==> config.mk <==
export PLATFORM = sky130hd
export DESIGN_NAME = i2c_bit_level_master
export DESIGN_NICKNAME = d
export VERILOG_FILES = /design/src/rtl/core/i2cm_pkg.sv /design/src/rtl/core/i2c_bit_level_master.sv /design/src/rtl/core/i2cm_seq.sv
export VERILOG_INCLUDE_DIRS = /design/src /design/src/rtl/core
export SDC_FILE = /design/constraint.sdc
export NUM_CORES = 1
export LEC_CHECK = 0
export CORE_MARGIN = 1.5
export CORE_UTILIZATION = 55
export CTS_CLUSTER_DIAMETER = 60
export DETAILED_ROUTE_END_ITERATION = 8
export DONT_BUFFER_PORTS = 1
export GPL_TIMING_DRIVEN = 0
export PLACE_DENSITY_LB_ADDON = 0.08
export SETUP_SLACK_MARGIN = 0.1
export SLEW_MARGIN = 5
export SYNTH_ARGS = -nofsm -noshare
export SYNTH_HDL_FRONTEND = slang
export SYNTH_SLANG_ARGS = --single-unit
==> constraint.sdc <==
create_clock -name i_clk -period 2.58 [get_ports i_clk]
set_input_delay 0.516 -clock i_clk [delete_from_list [all_inputs] [get_ports i_clk]]
set_output_delay 0.516 -clock i_clk [all_outputs]
set_load 0.05 [all_outputs]
==> src/rtl/core/i2c_bit_level_master_defines.svh <==
// Assertion macros shared by the bit-level I2C master RTL.
// Depends on nothing; included by the files that carry assertions.
`ifndef I2C_BIT_LEVEL_MASTER_DEFINES_SVH
`define I2C_BIT_LEVEL_MASTER_DEFINES_SVH

// Clocked check, off while reset is held.
`define I2CM_ASSERT(label, prop, msg) \
    label: assert property (@(posedge i_clk) disable iff (!i_rst_n) (prop)) \
        else $error(msg);

// Clocked check that also holds during reset.
`define I2CM_ASSERT_ALWAYS(label, prop, msg) \
    label: assert property (@(posedge i_clk) (prop)) else $error(msg);

`endif

==> src/rtl/core/i2cm_pkg.sv <==
// Shared types and constants for the bit-level I2C master.
// No dependencies; imported by i2cm_seq and i2c_bit_level_master.
`default_nettype none

package i2cm_pkg;

    typedef enum logic [2:0] {
        CMD_NONE  = 3'd0,
        CMD_START = 3'd1,
        CMD_STOP  = 3'd2,
        CMD_WRITE = 3'd3,
        CMD_READ  = 3'd4,
        CMD_ACK   = 3'd5,
        CMD_NACK  = 3'd6
    } t_cmd;

    localparam int UNIT_W     = 16;
    localparam int TICK_W     = UNIT_W + 1;
    localparam int OUT_DATA_W = 16;
    localparam int IN_DATA_W  = 16;
    localparam int APB_ADDR_W = 2;

    localparam logic [UNIT_W-1:0]     TPU_RESET = 16'd50;
    localparam logic [APB_ADDR_W-1:0] REG_TPU   = 2'd0;

    // One tick's outcome, from the sequencer to the output stage.
    typedef struct packed {
        logic       scl;
        logic       sda;
        logic       busy;
        logic       done;
        logic       read_valid;
        logic [7:0] read_byte;
    } t_seq_res;

endpackage

`default_nettype wire

==> src/rtl/core/i2c_bit_level_master.sv <==
// Top level of the bit-level I2C master: APB register, input stream, output skid stage.
// Depends on i2cm_pkg, i2cm_seq and i2c_bit_level_master_defines.svh.
//
//   channel   direction  handshake               payload
//   s_axis    in         tvalid/tready           tuser: req_type; tdata: wr_byte, sda_in
//   m_axis    out        tvalid/tready           tdata: scl, sda, busy, done, rd_valid, byte
//   apb       in/out     psel/penable/pready     ticks_per_unit at byte address 0
//
// Each input transfer is one bus tick; the sequencer updates its state in the
// cycle of the transfer, so one transfer is taken per clock cycle while the
// skid stage is empty. The result is registered in the output register.
// A stalled output fills a one-entry skid stage; s_axis_tready drops only then.
// Reset is synchronous: lines released high, sequencer idle, unit length 50.
`default_nettype none
`include "i2c_bit_level_master_defines.svh"

module i2c_bit_level_master
    import i2cm_pkg::*;
(
    input  wire logic                  i_clk,
    input  wire logic                  i_rst_n,
    // input stream
    input  wire logic                  s_axis_tvalid,
    output logic                       s_axis_tready,
    input  wire logic [IN_DATA_W-1:0]  s_axis_tdata,  // [7:0] wr_byte, [8] sda_in
    input  wire logic [2:0]            s_axis_tuser,  // [2:0] req_type
    // output stream
    output logic                       m_axis_tvalid,
    input  wire logic                  m_axis_tready,
    output logic [OUT_DATA_W-1:0]      m_axis_tdata,  // [0] scl_out, [1] sda_out, [2] busy_res,
                                                      // [3] done_res, [4] read_valid,
                                                      // [12:5] read_byte
    // configuration
    input  wire logic                  psel,
    input  wire logic                  penable,
    input  wire logic                  pwrite,
    input  wire logic [APB_ADDR_W-1:0] paddr,
    input  wire logic [31:0]           pwdata,
    output logic [31:0]                prdata,
    output logic                       pready
);

    logic [UNIT_W-1:0] r_tpu;
    logic              r_out_valid;
    t_seq_res          r_out;
    logic              r_skid_valid;
    t_seq_res          r_skid;
    t_seq_res          res;
    logic              in_xfer;
    logic              out_xfer;

    // ---- configuration register ----
    assign pready = 1'b1;
    assign prdata = (paddr == REG_TPU) ? {16'd0, r_tpu} : 32'd0;

    always_ff @(posedge i_clk) begin
        if (!i_rst_n) begin
            r_tpu <= TPU_RESET;
        end else if (psel && penable && pwrite && pready && paddr == REG_TPU) begin
            r_tpu <= pwdata[UNIT_W-1:0];
        end
    end

    // ---- sequencer: one tick per accepted transfer ----
    assign s_axis_tready = !r_skid_valid;
    assign in_xfer       = s_axis_tvalid && s_axis_tready;
    assign out_xfer      = r_out_valid && m_axis_tready;

    i2cm_seq u_seq (
        .i_clk            (i_clk),
        .i_rst_n          (i_rst_n),
        .i_step           (in_xfer),
        .i_req_type       (s_axis_tuser),
        .i_wr_byte        (s_axis_tdata[7:0]),
        .i_sda_in         (s_axis_tdata[8]),
        .i_ticks_per_unit (r_tpu),
        .o_res            (res)
    );

    // ---- output register with skid ----
    always_ff @(posedge i_clk) begin
        if (!i_rst_n) begin
            r_out_valid  <= 1'b0;
            r_skid_valid <= 1'b0;
        end else if (out_xfer || !r_out_valid) begin
            // output slot frees: drain skid first, else take the new result
            r_out_valid  <= r_skid_valid || in_xfer;
            r_skid_valid <= 1'b0;
        end else if (in_xfer) begin
            // output held: park the new result
            r_skid_valid <= 1'b1;
        end
    end

    always_ff @(posedge i_clk) begin
        if (out_xfer || !r_out_valid) begin
            r_out <= r_skid_valid ? r_skid : res;
        end
        if (in_xfer && r_out_valid && !out_xfer) begin
            r_skid <= res;
        end
    end

    assign m_axis_tvalid = r_out_valid;
    assign m_axis_tdata  = {3'd0, r_out.read_byte, r_out.read_valid, r_out.done,
                            r_out.busy, r_out.sda, r_out.scl};

    `I2CM_ASSERT(a_skid_needs_out, (!r_skid_valid) || r_out_valid, "skid full, output empty")
    `I2CM_ASSERT(a_skid_hold, (r_skid_valid && !m_axis_tready) |=> r_skid_valid, "skid lost")
    `I2CM_ASSERT(a_out_hold, (r_out_valid && !m_axis_tready) |=> $stable(r_out), "output changed")

endmodule

`default_nettype wire

==> src/rtl/core/i2cm_seq.sv <==
// Bus sequencer of the bit-level I2C master: command state, segment timer, line levels.
// Depends on i2cm_pkg and i2c_bit_level_master_defines.svh.
`default_nettype none
`include "i2c_bit_level_master_defines.svh"

module i2cm_seq
    import i2cm_pkg::*;
(
    input  wire logic              i_clk,
    input  wire logic              i_rst_n,
    input  wire logic              i_step,
    input  wire logic [2:0]        i_req_type,
    input  wire logic [7:0]        i_wr_byte,
    input  wire logic              i_sda_in,
    input  wire logic [UNIT_W-1:0] i_ticks_per_unit,
    output t_seq_res               o_res
);

    typedef struct packed {
        logic              scl;
        logic              sda;
        logic [TICK_W-1:0] tick;
    } t_seg;

    t_cmd              r_cmd,   n_cmd;
    logic [1:0]        r_phase, n_phase;
    logic [TICK_W-1:0] r_tick,  n_tick;
    logic [3:0]        r_bit,   n_bit;
    logic [7:0]        r_shift, n_shift;
    logic              r_scl,   n_scl;
    logic              r_sda,   n_sda;

    logic [UNIT_W-1:0] unit;
    logic [TICK_W-1:0] tick_dec;
    logic [1:0]        phase_inc;
    logic              phase_more;
    logic              finished;
    logic              done;
    logic              rd_valid;
    logic [7:0]        rd_byte;
    t_seg              seg;

    // Line levels and length for the segment that phase ph opens.
    function automatic t_seg seg_enter(
        input t_cmd              c,
        input logic [1:0]        ph,
        input logic [3:0]        bi,
        input logic [7:0]        sh,
        input logic              scl,
        input logic              sda,
        input logic [UNIT_W-1:0] u
    );
        t_seg s;
        s.scl  = scl;
        s.sda  = sda;
        s.tick = {u, 1'b0};
        case (c)
            CMD_START, CMD_STOP: begin
                if (ph == 2'd0) begin
                    s.scl = 1'b1;
                    s.sda = (c == CMD_START);
                end else begin
                    s.sda = (c == CMD_STOP);
                end
            end
            CMD_READ: begin
                if (ph == 2'd0) begin
                    s.sda = 1'b1;
                    s.scl = 1'b0;
                end else begin
                    s.scl  = 1'b1;
                    s.tick = {1'b0, u};
                end
            end
            default: begin
                if (ph == 2'd0) begin
                    if (c == CMD_WRITE) begin
                        s.sda = (bi < 4'd8) ? sh[7] : 1'b1;
                    end else begin
                        s.sda = (c == CMD_NACK);
                    end
                    s.scl = 1'b0;
                end else begin
                    s.scl = 1'b1;
                end
            end
        endcase
        return s;
    endfunction

    assign unit      = (i_ticks_per_unit == '0) ? UNIT_W'(1) : i_ticks_per_unit;
    assign tick_dec  = (r_tick != '0) ? r_tick - TICK_W'(1) : '0;
    assign phase_inc = r_phase + 2'd1;
    assign phase_more = (r_cmd == CMD_READ) ? (phase_inc < 2'd3) : (phase_inc < 2'd2);

    always_comb begin
        n_cmd    = r_cmd;
        n_phase  = r_phase;
        n_tick   = r_tick;
        n_bit    = r_bit;
        n_shift  = r_shift;
        n_scl    = r_scl;
        n_sda    = r_sda;
        finished = 1'b0;
        done     = 1'b0;
        rd_valid = 1'b0;
        rd_byte  = '0;
        seg      = '0;
        if (r_cmd == CMD_NONE) begin
            if (i_req_type inside {[CMD_START:CMD_NACK]}) begin
                n_cmd   = t_cmd'(i_req_type);
                n_phase = 2'd0;
                n_bit   = 4'd0;
                n_shift = (i_req_type == CMD_WRITE) ? i_wr_byte : 8'd0;
                seg     = seg_enter(n_cmd, 2'd0, 4'd0, n_shift, r_scl, r_sda, unit);
                n_scl   = seg.scl;
                n_sda   = seg.sda;
                n_tick  = seg.tick;
            end
        end else begin
            n_tick = tick_dec;
            if (tick_dec == '0) begin
                if (phase_more) begin
                    n_phase = phase_inc;
                    seg     = seg_enter(r_cmd, phase_inc, r_bit, r_shift, r_scl, r_sda, unit);
                    n_scl   = seg.scl;
                    n_sda   = seg.sda;
                    n_tick  = seg.tick;
                    // sample one unit into the high time
                    if (r_cmd == CMD_READ && phase_inc == 2'd2) begin
                        n_shift = {r_shift[6:0], i_sda_in};
                    end
                end else begin
                    n_scl    = 1'b0;
                    finished = 1'b1;
                    if (r_cmd == CMD_WRITE) begin
                        n_shift  = {r_shift[6:0], 1'b0};
                        n_bit    = r_bit + 4'd1;
                        finished = (n_bit >= 4'd9);
                    end else if (r_cmd == CMD_READ) begin
                        n_bit    = r_bit + 4'd1;
                        finished = (n_bit >= 4'd8);
                        rd_valid = finished;
                        rd_byte  = finished ? r_shift : 8'd0;
                    end
                    if (finished) begin
                        done    = 1'b1;
                        n_cmd   = CMD_NONE;
                        n_phase = 2'd0;
                        n_tick  = '0;
                    end else begin
                        n_phase = 2'd0;
                        seg     = seg_enter(r_cmd, 2'd0, n_bit, n_shift, n_scl, r_sda, unit);
                        n_scl   = seg.scl;
                        n_sda   = seg.sda;
                        n_tick  = seg.tick;
                    end
                end
            end
        end
    end

    always_ff @(posedge i_clk) begin
        if (!i_rst_n) begin
            r_cmd   <= CMD_NONE;
            r_phase <= 2'd0;
            r_tick  <= '0;
            r_bit   <= 4'd0;
            r_shift <= 8'd0;
            r_scl   <= 1'b1;
            r_sda   <= 1'b1;
        end else if (i_step) begin
            r_cmd   <= n_cmd;
            r_phase <= n_phase;
            r_tick  <= n_tick;
            r_bit   <= n_bit;
            r_shift <= n_shift;
            r_scl   <= n_scl;
            r_sda   <= n_sda;
        end
    end

    assign o_res.scl        = n_scl;
    assign o_res.sda        = n_sda;
    assign o_res.busy       = (n_cmd != CMD_NONE);
    assign o_res.done       = done;
    assign o_res.read_valid = rd_valid;
    assign o_res.read_byte  = rd_byte;

    `I2CM_ASSERT(a_idle_timer_clear, (r_cmd != CMD_NONE) || (r_tick == '0), "idle timer running")
    `I2CM_ASSERT(a_valid_ends_read, o_res.read_valid |-> (o_res.done && r_cmd == CMD_READ), "bad rd")
    `I2CM_ASSERT(a_write_bits, (r_cmd != CMD_WRITE) || (r_bit <= 4'd8), "write past ninth pulse")
    `I2CM_ASSERT(a_phase_range, (r_cmd == CMD_READ) || (r_phase != 2'd2), "third phase outside read")

endmodule

`default_nettype wire

* After elaboration in Yosys (flattened, before gate mapping) *
Index checks and enable logic that the tools add are counted.

word-level totals
  bits in registers = 80
  bits in latches = 0
  memory bits (writable) = 0
  bits in read-only memories = 0
  input bits = 60
  output and inout bits = 51
  word-level logic and storage cells = 160
  memories = 0

operators by class
  add/subtract/negate cells = 3
  multipliers = 0
  div/mod/pow operators = 0
  $lt $le $gt $ge = 8
  equality and inequality tests = 14
  shift-type cells = 0
  multiplexer cells = 80
  bitwise gates (word level) = 1
  reductions and logical operators = 31

operator list
  operator                                                               count
  17-bit two-way mux                                                     8
  8-bit two-way mux                                                      13
  4-bit two-way mux                                                      9
  1-bit two-way mux                                                      35
  16-bit two-way mux                                                     2
  17-bit zero test                                                       1
  17-bit nonzero test                                                    1
  17-bit by 1-bit subtractor with 17-bit output, second input constant   1
  16-bit zero test                                                       1
  3-bit two-way mux                                                      5
  13-bit two-way mux                                                     1
  3-bit by 2-bit equality test with 1-bit output, second input constant  4
  3-bit equality test, second input constant                             4
  2-bit one-hot mux with 2 select lines                                  3
  1-bit logical AND                                                      9
  4-bit >= comparator, second input constant                             2
  4-bit < comparator, second input constant                              2
  2-bit two-way mux                                                      4
  4-bit AND reduction                                                    2
  3-bit by 1-bit equality test with 1-bit output, second input constant  2
  3-bit nonzero test                                                     2
  2-bit OR reduction                                                     3
  5-bit AND reduction                                                    1
  4-bit by 1-bit adder with 4-bit output, second input constant          1
  other kinds (15)                                                       21

* Depth between registers and ports, before layout *
Gate-level depths: netlist (run 1).

  word-level depth = 15
  depth in mapped cells = 12
  mapped depth without buffers = 9

* By module *
Synthesis (run 1) repeated with hierarchy kept, for this count alone.

second synthesis, totals
  cell total of the unflattened synthesis = 571
  area, all modules = 4,997.3 um2

modules (own cells, without submodules)
  module                times used  cells each  area an instance (um2)  seq. area each (um2)
  i2cm_seq              1           410         3,049.2                 720.7
  i2c_bit_level_master  1           161         1,948.1                 1,141.1

* Least setup slack after synthesis (run 1) *
OpenSTA, ideal clock, no wires.

  path kind = flip-flop to flip-flop
  start point = register u_seq.r_tick[0]
  end point = register r_out (netlist bit m_axis_tdata[2]) (data pin)
  setup time = 0.260 ns
  arrival = 2.528 ns
  required time = 2.320 ns
  slack = -0.208 ns
  cell stages (with the launch flop) = 12
  buffers on the path = 2
  period minus slack after synthesis = 2.788 ns
  cells stage by stage = dfxtp_1 > inv_1 > ha_1 > or4b_4 > o41ai_4 > o31a_1 > and3_1 > buf_4 > a21o_1 > buf_6 > a31oi_1 > mux2_2

RTL lines
  element                 line                        text
  start, declared         i2cm_seq.sv:27              logic [TICK_W-1:0] r_tick, n_tick;
  start signal, assigned  i2cm_seq.sv:175             r_tick <= n_tick;
  end signal, assigned    i2c_bit_level_master.sv:97  r_out <= r_skid_valid ? r_skid : res;
  end, declared           i2c_bit_level_master.sv:45  t_seq_res r_out;

==> metrics.txt, run 1 <==
Overflow after GRT=0; final worst slack=-0.244 ns; CP Class=reg -> reg; slew at the pin closest to its max-slew limit=roughly 1.0 ns; period utilization=109%; CP startpoint kind=register; r2r setup slk=-0.24 ns; CP dominant cell by count=buf_6; Ports=111; ANT cells=0; Mapped Area=approximately 5300 µm²; die area=10,200 µm²; failing checks=negative setup slack; WHS Endpoint=r_tpu[5]$_SDFFE_PN1P_; Crit Path Max Fanout=6; Slowest cell on crit path=or4b_4; Pleak=between 0.002 and 0.0025 µW; share of cells above drive strength 1=roughly a quarter; Pre-Repair DR Iteration Count=5; die height=roughly 100 µm; WL per Instance=20.6 µm; initial DRC count=between 400 and 500; Clock transition at path regs=roughly 0.09 ns; htree depth=3; Max-Slew Margin vs Limit=between 30% and 40%; post-synthesis sequential area ratio=a little over a third; total power=roughly 4100 µW; # DRC=0; Avg Cell Area, Syn=about 8.0 µm²; hold crit path type=in -> reg; Cell Pwr Density=just over 600 nW/µm²; Async S/R FF share, synth=0%; GPL Wtd Cong=0.956; area occupied by registers=1870 µm²; Die W=just over 100 µm; vias in the first global route=5,135; source of the worst register-to-register timing path=u_seq.r_tick[1]$_SDFFE_PN0P_; worst skew pair latency=~0.38 ns; post-DP HPWL=about 12,000 µm; max incr delay on CP=0.51 ns; Worst Setup End Kind=register; max_cap viols=0; Ys Warns=0; Final ANT Viol Nets=0; final number of hold-violating endpoints=0; GRT Total Usage=34.1%; CTS tree=yes; # fillers=747; Hold Buf Count CTS=0; number of synthesized flops with an enable pin=26; TNS Setup=-6.91 ns; clk sinks=80; Final Instance Area=6570 µm²; first-pass GRT wire length=26,800 µm; most common cell after layout, fill and taps aside=nand2_1; Buf/Inv on CP=3; Initial Utilization=between 50% and 60%; drt total wl=17,500 µm; CTS Buf Count=9; Core ar.=slightly above 9000 µm²; number of port buffers=0; CP cell instances=inv_2 > ha_4 > or4b_4 > o41ai_4 > o31a_1 > and3_4 > buf_6 > a21o_1 > buf_6 > a31oi_4 > mux2_4; most frequent cells in the layout=nand2_1 (103), dfxtp_1 (52), a21oi_1 (35); Max Root-Sink Buffers=2; Mapped Cells=roughly 660; Slew Limit Fails=0; Area after DPL=about 5600 µm²; Yosys reg bits=80; detailed-route via count=between 5k and 6k; Final Skew=between 0.008 and 0.009 ns; RSZ-0062 raised after global routing=yes; synthesis-to-finish area growth=24.2%; Final min period=around 2.8 ns; DR vias/cell=roughly 6.5; Synth Flop Type=dfxtp_1; Hold Crit Depth=2; initial antenna violation count=0; status=finished, violations left; crit path DAT=2.96 ns; Core Rows=35; min-delay src=pwdata[5]; Clock Root Buffer=clkbuf_8; reg2reg end=m_axis_tdata[2]$_DFFE_PP_; FMAX=about 350 MHz; pin count of the biggest net entering global routing=17; # nets final=780; area of the multi-input gates=around 3700 µm²; worst path required time=about 2.7 ns; Synth cell types=75; Peak VDD IR=0.000331 V; cells on worst reg2reg path=11; Crit path max-delay family=compound AO/OA/AOI/OAI gates; setup violators final=56
==> where the power goes <==
| group | switching [µW] | total [µW] | internal [µW] |
|---|---|---|---|
| logic | 1050 | 1690 | 634 |
| clock network | 527 | 886 | 359 |
| registers | 135 | 1510 | 1370 |
| total | 1710 | 4080 | 2370 |
==> kinds of logic after synthesis <==
group | Yosys count | share of synthesized area, %
flops | 80 | 35.2
fa+ha+maj | 8 | 1.89
other cells | 2 | 0.142
compound gates | 190 | 24.6
mux | 9 | 1.75
buf+inv | 84 | 8.37
simple gates | 279 | 26.3
xor+xnor | 11 | 1.82
==> metal layers <==
| layer | global-route usage [%] | wire length [µm] |
|---|---|---|
| met1 | 41.8 | 6700 |
| met2 | 56.2 | 8420 |
| met3 | 5.34 | 1440 |
| met4 | 21.0 | 893 |
| met5 | 0 | 0 |
==> layout make-up <==
cell class | count | share of cell area (%)
buffer | 69 | 6.49
clock buffer | 9 | 1.88
clock inverter | 7 | 0.856
inverter | 15 | 0.952
multi-input combinational | 518 | 55.7
sequential | 80 | 28.4
tap | 129 | 2.46
timing repair buffer | 19 | 3.25
==> per-stage QoR <==
stage / hold slack (ns) / util, % / setup WS, ns / std cells
floorplan: 0.444 / - / 0.00707 / 681
global placement: 0.477 / 59.8 / -0.848 / 810
detailed placement: 0.482 / 59.9 / -0.779 / 810
CTS: 0.263 / 67.2 / -0.262 / 843
global route: 0.275 / 70.8 / -0.341 / 846
finish: 0.262 / 70.8 / -0.244 / 846
==> sequential cells by signal, indices dropped and copies added (netlist names) <==
| signal | cells |
|---|---|
| r_skid | 13 |
| r_tpu | 16 |
| m_axis_tdata | 13 |
| u_seq.r_cmd | 3 |
| r_skid_valid | 1 |
| u_seq.r_tick | 17 |
| u_seq.r_shift | 8 |
| u_seq.r_bit | 4 |
| u_seq.r_sda | 1 |
| m_axis_tvalid | 1 |
| u_seq.r_phase | 2 |
| u_seq.r_scl | 1 |
==> cells in the mapped netlist (13+ instances only) <==
cell type    n  share of area [%]
nand2_1    105                7.4
dfxtp_1     54                 20
a21oi_1     45                4.3
o21ai_0     42                4.0
nor2_1      40                2.8
clkbuf_1    38                2.7
nand3_1     28                2.6
edfxtp_1    26                 15
buf_4       22                3.1
and2_1      19                2.2
nor3_1      18                1.7
inv_1       15                1.1
and3_1      13                1.5
==> how the worst max path moves through the flow <==
stage	from	end	slack [ns]	depth (start not counted)
after floorplan	u_seq.r_tick[0]$_SDFFE_PN0P_	m_axis_tdata[2]$_DFFE_PP_	0.007	11
after global placement	u_seq.r_tick[0]$_SDFFE_PN0P_	r_skid[12]$_DFFE_PP_	-0.85	10
after detailed placement	u_seq.r_tick[0]$_SDFFE_PN0P_	r_skid[12]$_DFFE_PP_	-0.78	10
after CTS	u_seq.r_tick[0]$_SDFFE_PN0P_	m_axis_tdata[2]$_DFFE_PP_	-0.26	11
after global routing	u_seq.r_tick[1]$_SDFFE_PN0P_	m_axis_tdata[1]$_DFFE_PP_	-0.34	10
final	u_seq.r_tick[1]$_SDFFE_PN0P_	m_axis_tdata[2]$_DFFE_PP_	-0.24	11
==> repair_timing <==
action                     in CTS  in global routing
buffers inserted               15                  3
setup endpoints to repair      75                 62
pin swaps                      32                 30
cloned                          2                  0
gates resized for setup        86                 70
Power figures use the tool's default switching activity.
==> run 2: changes to the inputs <==
--- a/config.mk
+++ b/config.mk
@@ -6,14 +6,14 @@
 export SDC_FILE = /design/constraint.sdc
 export NUM_CORES = 1
 export LEC_CHECK = 0
-export CORE_MARGIN = 1.5
+export CORE_MARGIN = 2
 export CORE_UTILIZATION = 55
 export CTS_CLUSTER_DIAMETER = 60
 export DETAILED_ROUTE_END_ITERATION = 8
 export DONT_BUFFER_PORTS = 1
 export GPL_TIMING_DRIVEN = 0
 export PLACE_DENSITY_LB_ADDON = 0.08
-export SETUP_SLACK_MARGIN = 0.1
+export SETUP_SLACK_MARGIN = 0.5
 export SLEW_MARGIN = 5
 export SYNTH_ARGS = -nofsm -noshare
 export SYNTH_HDL_FRONTEND = slang
==> run 2 against run 1 <==
The flow finishes with violations (design-rule violations, negative setup slack). Cell count up 2.0%. Non-clock buffer count is 18 higher. Sequential share of layout area decreased by 0.50 points. Flip-flop and latch count is the same. Clock skew up 0.0053 ns. Final area increased by 2.0%. Sequential power barely moved. Hold slack worse by 0.0080 ns. Largest cell class unchanged. Largest power group unchanged.
==> metrics.txt, run 2 (synthesis results as in run 1) <==
status=finished, violations left; failing checks=design-rule violations, negative setup slack; Critical Path Source=r_skid_valid$_SDFFE_PP0P_; Largest Register=u_seq.r_tick; final number of hold-violating endpoints=0; initial DRC count=about 740; die height=~100 µm; cells on worst reg2reg path=6; worst path required time=~2.9 ns; period utilization=109%; Overflow after GRT=0; Cell Pwr Density=around 620 nW/µm²; min-delay src=pwdata[5]; TNS Setup=-8.76 ns; Hold Crit Depth=2; ANT cells=0; Pleak=approximately 0.0025 µW; Hold Slack=roughly 0.25 ns; synthesis-to-finish area growth=26.7%; Placed Cells=between 800 and 900; CP Class=reg -> reg; number of port buffers=0; DR vias/cell=about 6.4; CP cell instances=clkbuf_1 > nor2b_1 > nand2_1 > nor4_1 > a21oi_2 > a211oi_2; max incr delay on CP=around 0.8 ns; Worst Setup End Kind=register; most common cell after layout, fill and taps aside=nand2_1; vias in the first global route=approximately 5.1k; Slowest cell on crit path=nor4_1; Pre-Repair DR Iteration Count=9; drt total wl=about 18,000 µm; crit path DAT=approximately 3.1 ns; setup violators final=60; Util after Layout=between 70% and 80%; Final Instance Area=~6700 µm²; slew at the pin closest to its max-slew limit=around 0.88 ns; biggest regs=u_seq.r_tick: 17 flops, r_tpu: 16 flops; final non-filler cell total=863; Final ANT Viol Nets=0; Slew Limit Fails=0; Max-Slew Margin vs Limit=between 40 and 50%; CP startpoint kind=register; # DRC=1; clk sinks=80; RSZ-0062 raised after global routing=yes; initial antenna violation count=0; WL per Instance=roughly 21 µm; share of cells above drive strength 1=28.1%; Initial Utilization=57.0%; max_cap viols=0; max FFs per register=17; Core ar.=roughly 9300 µm²; GPL Wtd Cong=a little under 1; Area after DPL=~5700 µm²; Peak VDD IR=approximately 0.00036 V; detailed-route via count=5,566; worst skew pair latency=around 0.4 ns; Clock Root Buffer=clkbuf_8; Final Skew=0.0135 ns; Max Root-Sink Buffers=2; source of the worst register-to-register timing path=r_skid_valid$_SDFFE_PP0P_; htree depth=3; Hold Buf Count CTS=0; FMAX=about 350 MHz; hold crit path type=in -> reg; Core Rows=35; Final min period=2.82 ns; first-pass GRT wire length=roughly 27,000 µm; GRT Total Usage=33.6%; # nets final=around 800; pin count of the biggest net entering global routing=17; CTS tree=yes; Crit Path Max Fanout=8; WP depth=6; most frequent cells in the layout=nand2_1 (103), dfxtp_1 (51), buf_4 (45); CTS Buf Count=9; Ports=roughly 110; Die W=a little over 100 µm; post-DP HPWL=12,000 µm; Crit path max-delay family=simple AND/OR/NAND/NOR gates; die area=about 10,000 µm²; Clock transition at path regs=roughly 0.10 ns; Buf/Inv on CP=1; # fillers=about 730; final worst slack=-0.243 ns
run 2: final cells by class:
| type | instances | area (µm²) | area share [%] |
|---|---|---|---|
| buffer | 69 | 429 | 6.40 |
| clock buffer | 10 | 138 | 2.05 |
| tap | 129 | 161 | 2.41 |
| clock inverter | 6 | 50.0 | 0.747 |
| timing repair buffer | 37 | 373 | 5.56 |
| sequential | 80 | 1870 | 27.9 |
| inverter | 15 | 65.1 | 0.971 |
| multi-input combinational | 517 | 3620 | 54.0 |
run 2: stage by stage:
step | power, µW | worst slack (ns)
5_1_grt | 4330 | -0.325
3_3_place_gp | 2740 | -0.436
4_1_cts | 3900 | -0.222
3_5_place_dp | 2760 | -0.474
2_1_floorplan | 2460 | 0.00910
6_report | 4190 | -0.243
run 2: worst paths after layout:
path	to	slack (ns)
max	u_seq.r_bit[3]$_SDFFE_PN0P_	-0.24
min	r_tpu[5]$_SDFFE_PN1P_	0.25
max reg2reg	u_seq.r_bit[3]$_SDFFE_PN0P_	-0.24
min reg2reg	r_tpu[0]$_SDFFE_PN0P_	0.49
run 2: timing repair:
item,CTS,global route
setup endpoints to repair,87,73
gates cloned,1,0
resized for setup,75,59
pin swaps,18,26
buffers inserted,17,19
run 2: power breakdown:
group / switching [µW] / internal (µW) / total [µW]
Clock: 532 / 389 / 922
Sequential: 139 / 1370 / 1510
Combinational: 1050 / 704 / 1750
Total: 1720 / 2460 / 4190
run 2: layer usage:
layer | GRT usage, % | share of wire [%] | wire (µm) | up-vias
li1 | - | - | - | 2532
met1 | 47.1 | 40 | 7080 | 2566
met2 | 51.4 | 44 | 7890 | 395
met3 | 6.50 | 12 | 2140 | 73
met4 | 13.3 | 3.8 | 671 | 0
met5 | 0 | 0 | 0 | -
